`src/design/wss_pkg.sv`:
```
// Shared types, constants and the brightness scaler for the WS2812 strip serializer.
// No dependencies.
`default_nettype none

package wss_pkg;

   localparam int LED_COUNT    = 3;
   localparam int LedPosW      = (LED_COUNT > 1) ? $clog2(LED_COUNT) : 1;
   localparam int BitsPerLed   = 24;
   localparam int CsrAddrW     = 5;

   localparam logic [LedPosW-1:0] LastLed = LedPosW'(LED_COUNT - 1);
   localparam logic [4:0]         LastBit = 5'(BitsPerLed - 1);

   localparam logic [7:0]  RstColorRed    = 8'd255;
   localparam logic [7:0]  RstColorGreen  = 8'd79;
   localparam logic [7:0]  RstColorBlue   = 8'd0;
   localparam logic [7:0]  RstOneHigh     = 8'd31;
   localparam logic [7:0]  RstZeroHigh    = 8'd15;
   localparam logic [15:0] RstLatchTicks  = 16'd6400;

   typedef enum logic [2:0] {
      REG_COLOR_RED   = 3'd0,
      REG_COLOR_GREEN = 3'd1,
      REG_COLOR_BLUE  = 3'd2,
      REG_ONE_HIGH    = 3'd3,
      REG_ZERO_HIGH   = 3'd4,
      REG_LATCH       = 3'd5
   } reg_index_type;

   typedef enum logic [2:0] {
      PH_IDLE  = 3'b001,
      PH_BITS  = 3'b010,
      PH_LATCH = 3'b100
   } phase_type;

   typedef enum logic {
      ACT_TICK   = 1'b0,
      ACT_UPDATE = 1'b1
   } action_type;

   typedef struct packed {
      logic data_line;
      logic busy_res;
      logic update_accepted;
      logic frame_done;
   } rsp_type;

   // floor(c*b/255), exact for every product of two 8-bit levels
   function automatic logic [7:0] scale_level(input logic [7:0] c, input logic [7:0] b);
      logic [15:0] prod;
      logic [16:0] sum;
      prod = c * b;
      sum  = {1'b0, prod} + {9'd0, prod[15:8]} + 17'd1;
      return sum[15:8];
   endfunction

endpackage

`default_nettype wire

```
`src/design/ws2812_strip_serializer_top.sv`:
```
// WS2812 strip serializer: configuration registers, frame sequencer, result buffer.
// Depends on wss_pkg.
//
// Usage: each req beat is either a tick (one step of bit timing) or an update
// request carrying a brightness. Every accepted beat yields exactly one rsp beat
// holding the data line level, busy flag, update-accepted flag and frame-done flag.
// An update is honored only while idle; it latches color*brightness/255 per channel
// and starts a frame of LED_COUNT x 24 bits, green-red-blue, MSB first, followed by
// the latch gap. Updates while busy yield a result but change nothing.
// Registered result; it shows the cycle after acceptance unless held in the skid.
// Throughput: one beat per cycle unless stalled; single registered sequencer step.
// A two-entry result buffer (output register plus skid) lets one more beat in while
// the receiver stalls; req_ready drops only once both entries hold results.
// Reset (synchronous, active high) returns the sequencer to idle, empties the
// buffer and restores register defaults. The CSR port is APB-style, 32-bit data,
// always ready; a write takes effect from the next req beat, also within a frame.
`default_nettype none

module ws2812_strip_serializer_top
   import wss_pkg::*;
(
   input  wire logic                clock,
   input  wire logic                reset,
   input  wire logic                req_valid,
   output logic                     req_ready,
   input  wire logic                req_action,
   input  wire logic [7:0]          req_brightness,
   output logic                     rsp_valid,
   input  wire logic                rsp_ready,
   output logic                     rsp_data_line,
   output logic                     rsp_busy_res,
   output logic                     rsp_update_accepted,
   output logic                     rsp_frame_done,
   input  wire logic                csr_psel,
   input  wire logic                csr_penable,
   input  wire logic                csr_pwrite,
   input  wire logic [CsrAddrW-1:0] csr_paddr,
   input  wire logic [31:0]         csr_pwdata,
   output logic [31:0]              csr_prdata,
   output logic                     csr_pready
);

   logic [7:0]  color_red_ff, color_green_ff, color_blue_ff;
   logic [7:0]  one_high_ff, zero_high_ff;
   logic [15:0] latch_ticks_ff;

   phase_type          phase_ff, phase_in;
   logic [23:0]        pixel_shift_ff, pixel_shift_in;
   logic [23:0]        scaled_color_ff, scaled_color_in;
   logic [4:0]         bit_pos_ff, bit_pos_in;
   logic [LedPosW-1:0] led_pos_ff, led_pos_in;
   logic [15:0]        tick_ff, tick_in;

   rsp_type result;
   rsp_type out_ff, out_in, skid_ff, skid_in;
   logic    out_valid_ff, out_valid_in, skid_valid_ff, skid_valid_in;

   logic          req_fire, rsp_fire, csr_write;
   reg_index_type csr_index;
   logic [15:0]   tick_inc;
   logic [7:0]    high_now, low_now, high_next;
   logic [8:0]    bit_total;

   assign csr_pready = 1'b1;
   assign csr_write  = csr_psel & csr_penable & csr_pwrite;
   assign csr_index  = reg_index_type'(csr_paddr[CsrAddrW-1:2]);

   always_comb begin
      unique case (csr_index)
         REG_COLOR_RED:   csr_prdata = {24'd0, color_red_ff};
         REG_COLOR_GREEN: csr_prdata = {24'd0, color_green_ff};
         REG_COLOR_BLUE:  csr_prdata = {24'd0, color_blue_ff};
         REG_ONE_HIGH:    csr_prdata = {24'd0, one_high_ff};
         REG_ZERO_HIGH:   csr_prdata = {24'd0, zero_high_ff};
         REG_LATCH:       csr_prdata = {16'd0, latch_ticks_ff};
         default:         csr_prdata = 32'd0;
      endcase
   end

   always_ff @(posedge clock) begin
      if (reset) begin
         color_red_ff   <= RstColorRed;
         color_green_ff <= RstColorGreen;
         color_blue_ff  <= RstColorBlue;
         one_high_ff    <= RstOneHigh;
         zero_high_ff   <= RstZeroHigh;
         latch_ticks_ff <= RstLatchTicks;
      end else if (csr_write) begin
         unique case (csr_index)
            REG_COLOR_RED:   color_red_ff   <= csr_pwdata[7:0];
            REG_COLOR_GREEN: color_green_ff <= csr_pwdata[7:0];
            REG_COLOR_BLUE:  color_blue_ff  <= csr_pwdata[7:0];
            REG_ONE_HIGH:    one_high_ff    <= csr_pwdata[7:0];
            REG_ZERO_HIGH:   zero_high_ff   <= csr_pwdata[7:0];
            REG_LATCH:       latch_ticks_ff <= csr_pwdata[15:0];
            default: ;
         endcase
      end
   end

   // sequencer step
   assign high_now  = pixel_shift_ff[23] ? one_high_ff : zero_high_ff;
   assign low_now   = pixel_shift_ff[23] ? zero_high_ff : one_high_ff;
   assign bit_total = {1'b0, high_now} + {1'b0, low_now};
   assign tick_inc  = tick_ff + 16'd1;

   always_comb begin
      phase_in        = phase_ff;
      pixel_shift_in  = pixel_shift_ff;
      scaled_color_in = scaled_color_ff;
      bit_pos_in      = bit_pos_ff;
      led_pos_in      = led_pos_ff;
      tick_in         = tick_ff;
      result          = '0;
      if (action_type'(req_action) == ACT_UPDATE) begin
         if (phase_ff == PH_IDLE) begin
            scaled_color_in = {scale_level(color_green_ff, req_brightness),
                               scale_level(color_red_ff, req_brightness),
                               scale_level(color_blue_ff, req_brightness)};
            pixel_shift_in  = scaled_color_in;
            bit_pos_in      = 5'd0;
            led_pos_in      = '0;
            tick_in         = 16'd0;
            phase_in        = PH_BITS;
            result.update_accepted = 1'b1;
         end
      end else begin
         unique case (phase_ff)
            PH_IDLE: ;
            PH_BITS: begin
               tick_in = tick_inc;
               if (tick_inc >= {7'd0, bit_total}) begin
                  tick_in        = 16'd0;
                  pixel_shift_in = {pixel_shift_ff[22:0], 1'b0};
                  bit_pos_in     = bit_pos_ff + 5'd1;
                  if (bit_pos_ff == LastBit) begin
                     bit_pos_in     = 5'd0;
                     pixel_shift_in = scaled_color_ff;
                     led_pos_in     = led_pos_ff + 1'b1;
                     if (led_pos_ff == LastLed) begin
                        led_pos_in = '0;
                        phase_in   = PH_LATCH;
                     end
                  end
               end
            end
            PH_LATCH: begin
               tick_in = tick_inc;
               if (tick_inc >= latch_ticks_ff) begin
                  tick_in           = 16'd0;
                  phase_in          = PH_IDLE;
                  result.frame_done = 1'b1;
               end
            end
            default: phase_in = PH_IDLE;
         endcase
      end
      high_next        = pixel_shift_in[23] ? one_high_ff : zero_high_ff;
      result.busy_res  = (phase_in != PH_IDLE);
      result.data_line = (phase_in == PH_BITS) && (tick_in < {8'd0, high_next});
   end

   assign req_fire  = req_valid & req_ready;
   assign rsp_fire  = rsp_valid & rsp_ready;
   assign req_ready = ~skid_valid_ff;

   always_ff @(posedge clock) begin
      if (reset) begin
         phase_ff        <= PH_IDLE;
         pixel_shift_ff  <= 24'd0;
         scaled_color_ff <= 24'd0;
         bit_pos_ff      <= 5'd0;
         led_pos_ff      <= '0;
         tick_ff         <= 16'd0;
      end else if (req_fire) begin
         phase_ff        <= phase_in;
         pixel_shift_ff  <= pixel_shift_in;
         scaled_color_ff <= scaled_color_in;
         bit_pos_ff      <= bit_pos_in;
         led_pos_ff      <= led_pos_in;
         tick_ff         <= tick_in;
      end
   end

   // two-entry result buffer
   always_comb begin
      out_in        = out_ff;
      skid_in       = skid_ff;
      out_valid_in  = out_valid_ff;
      skid_valid_in = skid_valid_ff;
      if (req_fire) begin
         if (!out_valid_ff || rsp_fire) begin
            out_in       = result;
            out_valid_in = 1'b1;
         end else begin
            skid_in       = result;
            skid_valid_in = 1'b1;
         end
      end else if (rsp_fire) begin
         if (skid_valid_ff) begin
            out_in        = skid_ff;
            skid_valid_in = 1'b0;
         end else begin
            out_valid_in = 1'b0;
         end
      end
   end

   always_ff @(posedge clock) begin
      if (reset) begin
         out_valid_ff  <= 1'b0;
         skid_valid_ff <= 1'b0;
      end else begin
         out_valid_ff  <= out_valid_in;
         skid_valid_ff <= skid_valid_in;
      end
      out_ff  <= out_in;
      skid_ff <= skid_in;
   end

   assign rsp_valid           = out_valid_ff;
   assign rsp_data_line       = out_ff.data_line;
   assign rsp_busy_res        = out_ff.busy_res;
   assign rsp_update_accepted = out_ff.update_accepted;
   assign rsp_frame_done      = out_ff.frame_done;

endmodule

`default_nettype wire

```
`config.mk`:
```
export PLATFORM = sky130hd
export DESIGN_NAME = ws2812_strip_serializer_top
export DESIGN_NICKNAME = d
export VERILOG_FILES = /design/src/design/wss_pkg.sv /design/src/design/ws2812_strip_serializer_top.sv
export SDC_FILE = /design/constraint.sdc
export NUM_CORES = 1
export LEC_CHECK = 0
export BUFFER_PORTS_ARGS = -buffer_cell sky130_fd_sc_hd__buf_2
export CAP_MARGIN = 15
export CELL_PAD_IN_SITES_DETAIL_PLACEMENT = 1
export CELL_PAD_IN_SITES_GLOBAL_PLACEMENT = 2
export CORE_MARGIN = 2
export CORE_UTILIZATION = 35
export DETAILED_ROUTE_END_ITERATION = 8
export PLACE_DENSITY = 0.87
export SYNTH_ARGS = -nofsm -noshare
export SYNTH_HDL_FRONTEND = slang
export SYNTH_SLANG_ARGS = --single-unit
```
`constraint.sdc`:
```
create_clock -name clock -period 8.8 [get_ports clock]
set_input_delay 1.76 -clock clock [delete_from_list [all_inputs] [get_ports clock]]
set_output_delay 1.76 -clock clock [all_outputs]
set_load 0.005 [all_outputs]
```
==> results of run 1 <==
cell families (layout without fill, tap and decap cells):
logic type | after synthesis | in the layout
AOI/OAI and AO/OA | 354 | 354
xor gates and xnor gates | 76 | 76
adders and majority gates | 280 | 280
buffers and inverters | 303 | 361
DFF | 140 | 140
muxes | 64 | 64
other | 2 | 17
and+or+nand+nor | 609 | 609
power by group:
part	total [mW]	internal (mW)	switching, mW
clock network	0.786	0.490	0.297
registers	0.711	0.679	0.0311
logic	2.61	1.09	1.52
total	4.11	2.26	1.85
worst paths after layout:
path	startpoint	endpoint	slack, ps	depth (start not counted)
setup / recovery	req_brightness[4]	rsp_data_line	250	32
hold / removal	latch_ticks_ff[14]	latch_ticks_ff[14]	460	2
setup reg to reg	color_green_ff[0]	rsp_data_line	1110	32
hold reg to reg	latch_ticks_ff[14]	latch_ticks_ff[14]	460	2
flip-flops by register name, indices dropped and copies added, names as in the netlist, 2 cells and up:
register / count
pixel_shift_ff: 24
scaled_color_ff: 24
latch_ticks_ff: 16
tick_ff: 16
color_blue_ff: 8
color_green_ff: 8
color_red_ff: 8
one_high_ff: 8
zero_high_ff: 8
bit_pos_ff: 5
skid_ff: 4
phase_ff: 3
led_pos_ff: 2
per-layer routing:
layer / up-vias / track usage (%) / share of wire, % / routed length [µm]
met5: - / 0 / 0 / 0
met4: 0 / 5.52 / 1.9 / 841
met3: 44 / 2.58 / 2.5 / 1120
met2: 163 / 35.5 / 48 / 21600
met1: 6561 / 26.8 / 47 / 21100
li1: 6303 / - / - / -
stage by stage:
step	util (%)	hold WS (ps)	std cells
floorplan	-	432	1843
global placement	38.3	443	2452
detailed placement	38.3	447	2452
CTS	39.9	455	2484
global route	40.2	473	2486
finish	40.2	457	2486
Yosys cell counts, types with 26 or more instances:
library cell and number:
o21ai_0 51, and2_1 123, a21oi_1 99, mux2i_1 56, clkbuf_1 83, nand2_1 169
nor2_1 151, dfxtp_1 132, fa_1 109, inv_1 188, xor2_1 28, a21o_1 31
xnor2_1 47, ha_1 169, nand3_1 26, nor2b_1 31, a211oi_1 29, nor3_1 41
a211o_1 28
layout make-up:
class / count / area, µm² / area share, %
clock buffers: 22 / 464 / 2.68
inverters: 189 / 709 / 4.10
clock inverters: 10 / 165 / 0.955
flip-flops and latches: 140 / 2880 / 16.7
repair buffers: 140 / 931 / 5.38
multi-input cells: 1400 / 11400 / 66.0
well taps: 585 / 732 / 4.23
worst max-delay path: cells and delay by family:
kind	cells	cell delay (ps)
compound gates	12	2180
mux	1	140
fa+ha+maj	8	3200
simple gates	4	660
xor+xnor	1	150
buf+inv	6	700
repair_timing:
action                                  in CTS  in global routing
pin swaps                                    6                 30
endpoints found under the setup margin       2                  2
gates cloned                                 0                  0
gates resized for setup                     14                 28
buffers inserted                             0                  2
cells in the final DEF, fill, tap and decap left out, drive strengths merged, types with 31 or more instances in the layout:
cell type  synthesis  layout
fa               109     109
mux2i             56      56
a21o              31      31
ha               169     169
xnor2             48      48
dfxtp            132     132
and2             123     123
o21ai             53      53
nor3              42      42
inv              188     188
nor2             151     151
nor2b             31      31
a21oi             99      99
buf               29     140
nand2            169     169
==> flow_summary_export.csv, run 1 <==
group,metric,value,unit
outcome,run_status,"completed",
synth,muxShareOfSynthArea,4.35,%
synth,synthAdderAreaFrac,28.4,%
global_routing,track_usage,20.5,%
cells_and_area,fillers,5164,
placed_design,port_buffers,56,
clock_network,cts_num_sinks,140,
synth,synth_top_family_by_area,"adder cells",
die,die_y,213,µm
sta,tightest_slew,958,ps
worst_hold_path,hold_class,"reg2reg",
clock_network,clk_pin_slew,70,ps
sta,drv_slew,0,
global_routing,grt_pass1_wl,73300,µm
clock_network,ctsHoldBuffers,0,
synth,avgSynthCellArea,8.33,µm²
drt,drt-total-wl,44700,µm
die,start_util,35.4,%
synth,yosys_warnings,0,
synth,ys.flop_type,"dfxtp_1",
sta,finalCritPeriodShare,97.1,%
drt,first_pass_iters,5,
cells_and_area,nets,2219,
sta,max_freq,117,MHz
die,fp.dieW,213,µm
setup_path,cp.arrival,8830,ps
synth,synth.distinct_cells,82,
die,core,0.0430,mm²
drt,avgViaCountPerCell,5.26,
global_routing,grt_overflow,0,
setup_path,critical_path_required,9080,ps
clock_network,root_buffer,"clkbuf_16",
setup_path,slowest_stage,"fa_1",
sta,min_period,8550,ps
global_routing,grt_pass1_vias,13935,
drt,num_vias,13071,
placed_design,place_ws,-730,ps
setup_path,crit_path_end_kind,"flip-flop",
synth,synth_top_area_cell,"dfxtp_1",
drt,wl_per_cell,18.0,µm
synth,synth_xor_area_share,4.42,%
synth,netlist_area,0.0152,mm²
cells_and_area,diodes,0,
setup_path,slowest_delay,550,ps
die,fp-row-count,76,
synth,synth_top_area_share,17.4,%
global_routing,grt_max_degree,85,
placed_design,placed_area,0.0165,mm²
setup_path,worstPathMaxFanout,7,
clock_network,cts_tree,"built",
pwr,cellPowerDensity,238,mW/mm²
sta,skew,10.1,ps
setup_path,criticalPathCategory,"in2reg",
die,pin_count,92,
sta,totalNegativeSetupSlack,0,ps
synth,yosysSeqAreaShare,18.9,%
placed_design,hpwl,34900,µm
drt,dr.first_iter.drc_count,621,
sta,relSlewSlack,36.1,%
drt,ant_nets,0,
job,drv_cap,0,
sta,final.setup.worst_slack,252,ps
sta,finalHoldViolations,0,
synth,yosys_register_bits,140,
synth,async_reset_ff_share,0,%
synth,synth_simple_gate_area_share,19.9,%
cells_and_area,area_growth,13.6,%
synth,synth_compound_area_share,16.0,%
pwr,p_leak,7.89,nW
pwr,vdd_ir_drop_max,217,µV
drt,drc,0,
global_routing,antenna_found_initial,0,
clock_network,clk_latency,440,ps
clock_network,cts_buffers,17,
cells_and_area,drive_gt1_share,12.4,%
sta,setup-violations-final,0,
cells_and_area,finalInstanceArea,0.0173,mm²
placed_design,globalplace.congestion,0.816,
synth,synthCells,1828,
clock_network,clock_path_buffers,2,
clock_network,cts_max_level,4,
pwr,p_total,4.11,mW
setup_path,start_kind,"primary input",
synth,synth_edf_count,8,
die,die-area,0.0452,mm²
setup_path,cpMostUsedCell,"fa_1",
synth,post_synth_main_area_contributors,"dfxtp_1, fa_1, ha_1",
No activity file was read; power rests on OpenSTA's default activity.
==> inputs of run 2 (changes only) <==
Settings changed: CORE_UTILIZATION 35 to 36, CTS_BUF_LIST set to sky130_fd_sc_hd__clkbuf_4 sky130_fd_sc_hd__clkbuf_8, PLACE_DENSITY 0.87 to 0.88.
==> run 2 against run 1 <==
Compared with the run above:
- die area down 2.7%
- first-iteration DRC count up 19%
- flip-flop and latch count unchanged
- combinational power up 6%
- critical path type unchanged
- register-to-register slack worse by 80 ps
- utilization up 0.76 points
- setup slack better by 45 ps
- via count up 1.1%
- clock-buffer cell count up 1
- highest routed layer unchanged
==> flow_summary_export.csv, run 2 (synthesis results as in run 1) <==
group,metric,value,unit
sta,finalHoldViolations,0,
cells_and_area,finalNonFillerCells,2452,
global_routing,track_usage,20.7,%
sta,min_period,8500,ps
die,fp-row-count,75,
job,drv_cap,0,
setup_path,cpMostUsedCell,"fa_1",
sta,skew,13.4,ps
drt,drt-total-wl,45100,µm
sta,tightest_slew,927,ps
die,die_y,210,µm
pwr,vdd_ir_drop_max,719,µV
sta,max_freq,118,MHz
cells_and_area,reg_top3,"pixel_shift_ff (24), scaled_color_ff (24)",
clock_network,cts_buffers,17,
worst_hold_path,hold_class,"reg2reg",
drt,first_pass_iters,5,
outcome,run_status,"completed",
global_routing,grt_pass1_vias,14070,
sta,setup-violations-final,0,
setup_path,cp.arrival,8810,ps
placed_design,port_buffers,56,
setup_path,slowest_delay,530,ps
clock_network,cts_tree,"built",
cells_and_area,diodes,0,
clock_network,clk_latency,500,ps
clock_network,cts_max_level,4,
setup_path,criticalPathCategory,"in2reg",
pwr,p_leak,7.83,nW
cells_and_area,area_growth,12.7,%
pwr,p_total,3.96,mW
setup_path,critical_path_required,9110,ps
drt,dr.first_iter.drc_count,741,
pwr,cellPowerDensity,231,mW/mm²
die,start_util,36.4,%
placed_design,hpwl,35300,µm
cells_and_area,drive_gt1_share,13.9,%
placed_design,placed_cells_incl_taps,2416,
placed_design,place_ws,-465,ps
sta,final.setup.worst_slack,298,ps
sta,finalCritPeriodShare,96.6,%
global_routing,grt_overflow,0,
drt,wl_per_cell,18.4,µm
cells_and_area,nets,2234,
global_routing,antenna_found_initial,0,
die,core,0.0419,mm²
sta,relSlewSlack,37.7,%
drt,num_vias,13220,
cells_and_area,postLayoutCoreUtil,41.0,%
clock_network,ctsHoldBuffers,0,
sta,drv_slew,0,
clock_network,root_buffer,"clkbuf_8",
setup_path,start_kind,"primary input",
cells_and_area,mostFrequentLayoutCells,"inv_1, nand2_1, ha_1",
die,die-area,0.0440,mm²
drt,drc,0,
global_routing,grt_max_degree,69,
clock_network,cts_num_sinks,140,
setup_path,worstPathMaxFanout,7,
setup_path,crit_path_end_kind,"flip-flop",
setup_path,slowest_stage,"fa_1",
placed_design,globalplace.congestion,0.825,
clock_network,clock_path_buffers,2,
sta,hold_ws,461,ps
cells_and_area,fillers,5037,
die,pin_count,92,
cells_and_area,layout_commonest_cell,"inv_1",
drt,ant_nets,0,
drt,avgViaCountPerCell,5.39,
clock_network,clk_pin_slew,80,ps
global_routing,grt_pass1_wl,73300,µm
die,fp.dieW,210,µm
[run 2: power by group]
part | internal [mW] | switching [mW]
Sequential | 0.679 | 0.0311
Combinational | 1.14 | 1.62
Clock | 0.225 | 0.261
Total | 2.05 | 1.91
[run 2: worst paths after layout]
path,start,slack [ps],to,cells past startpoint
worst min-delay path,latch_ticks_ff[3],460,latch_ticks_ff[3],2
worst max-delay path,req_brightness[2],300,rsp_data_line,32
worst min register to register,latch_ticks_ff[3],460,latch_ticks_ff[3],2
worst max register to register,color_green_ff[5],1030,rsp_data_line,32
[run 2: worst max-delay path: cells and delay by family]
kind | cells | cell delay, ps
AO/OA/AOI/OAI | 12 | 2380
XOR/XNOR | 1 | 220
adder cells (fa/ha/maj) | 7 | 2870
buffers and inverters | 7 | 800
multiplexers | 1 | 230
AND/OR/NAND/NOR | 4 | 530
[run 2: routing by layer]
layer / up-vias / GRT usage, % / part of all wire, %
met4: 0 / 5.82 / 2.2
met3: 49 / 2.60 / 2.6
li1: 6327 / - / -
met2: 175 / 35.8 / 49
met1: 6669 / 27.2 / 47
met5: - / 0 / 0
[run 2: metrics by stage]
stage	setup TNS [ps]	area, µm²
3_5_place_dp	-774	16500
3_3_place_gp	-725	16500
2_1_floorplan	0	15300
5_1_grt	-69.8	17200
4_1_cts	0	16800
6_report	0	17200
[run 2: cell type report]
class,count,area [µm²],area share (%)
multi-input cells,1400,11500,66.9
well taps,539,674,3.93
inverters,189,709,4.13
repair buffers,155,1070,6.25
clock inverters,6,40.0,0.233
clock buffers,23,304,1.77
flip-flops and latches,140,2880,16.8
[run 2: what timing repair did]
item,in CTS,in global routing
resized for setup,0,62
endpoints found under the setup margin,0,2
endpoints found under the hold margin,0,0
buffers inserted,0,7
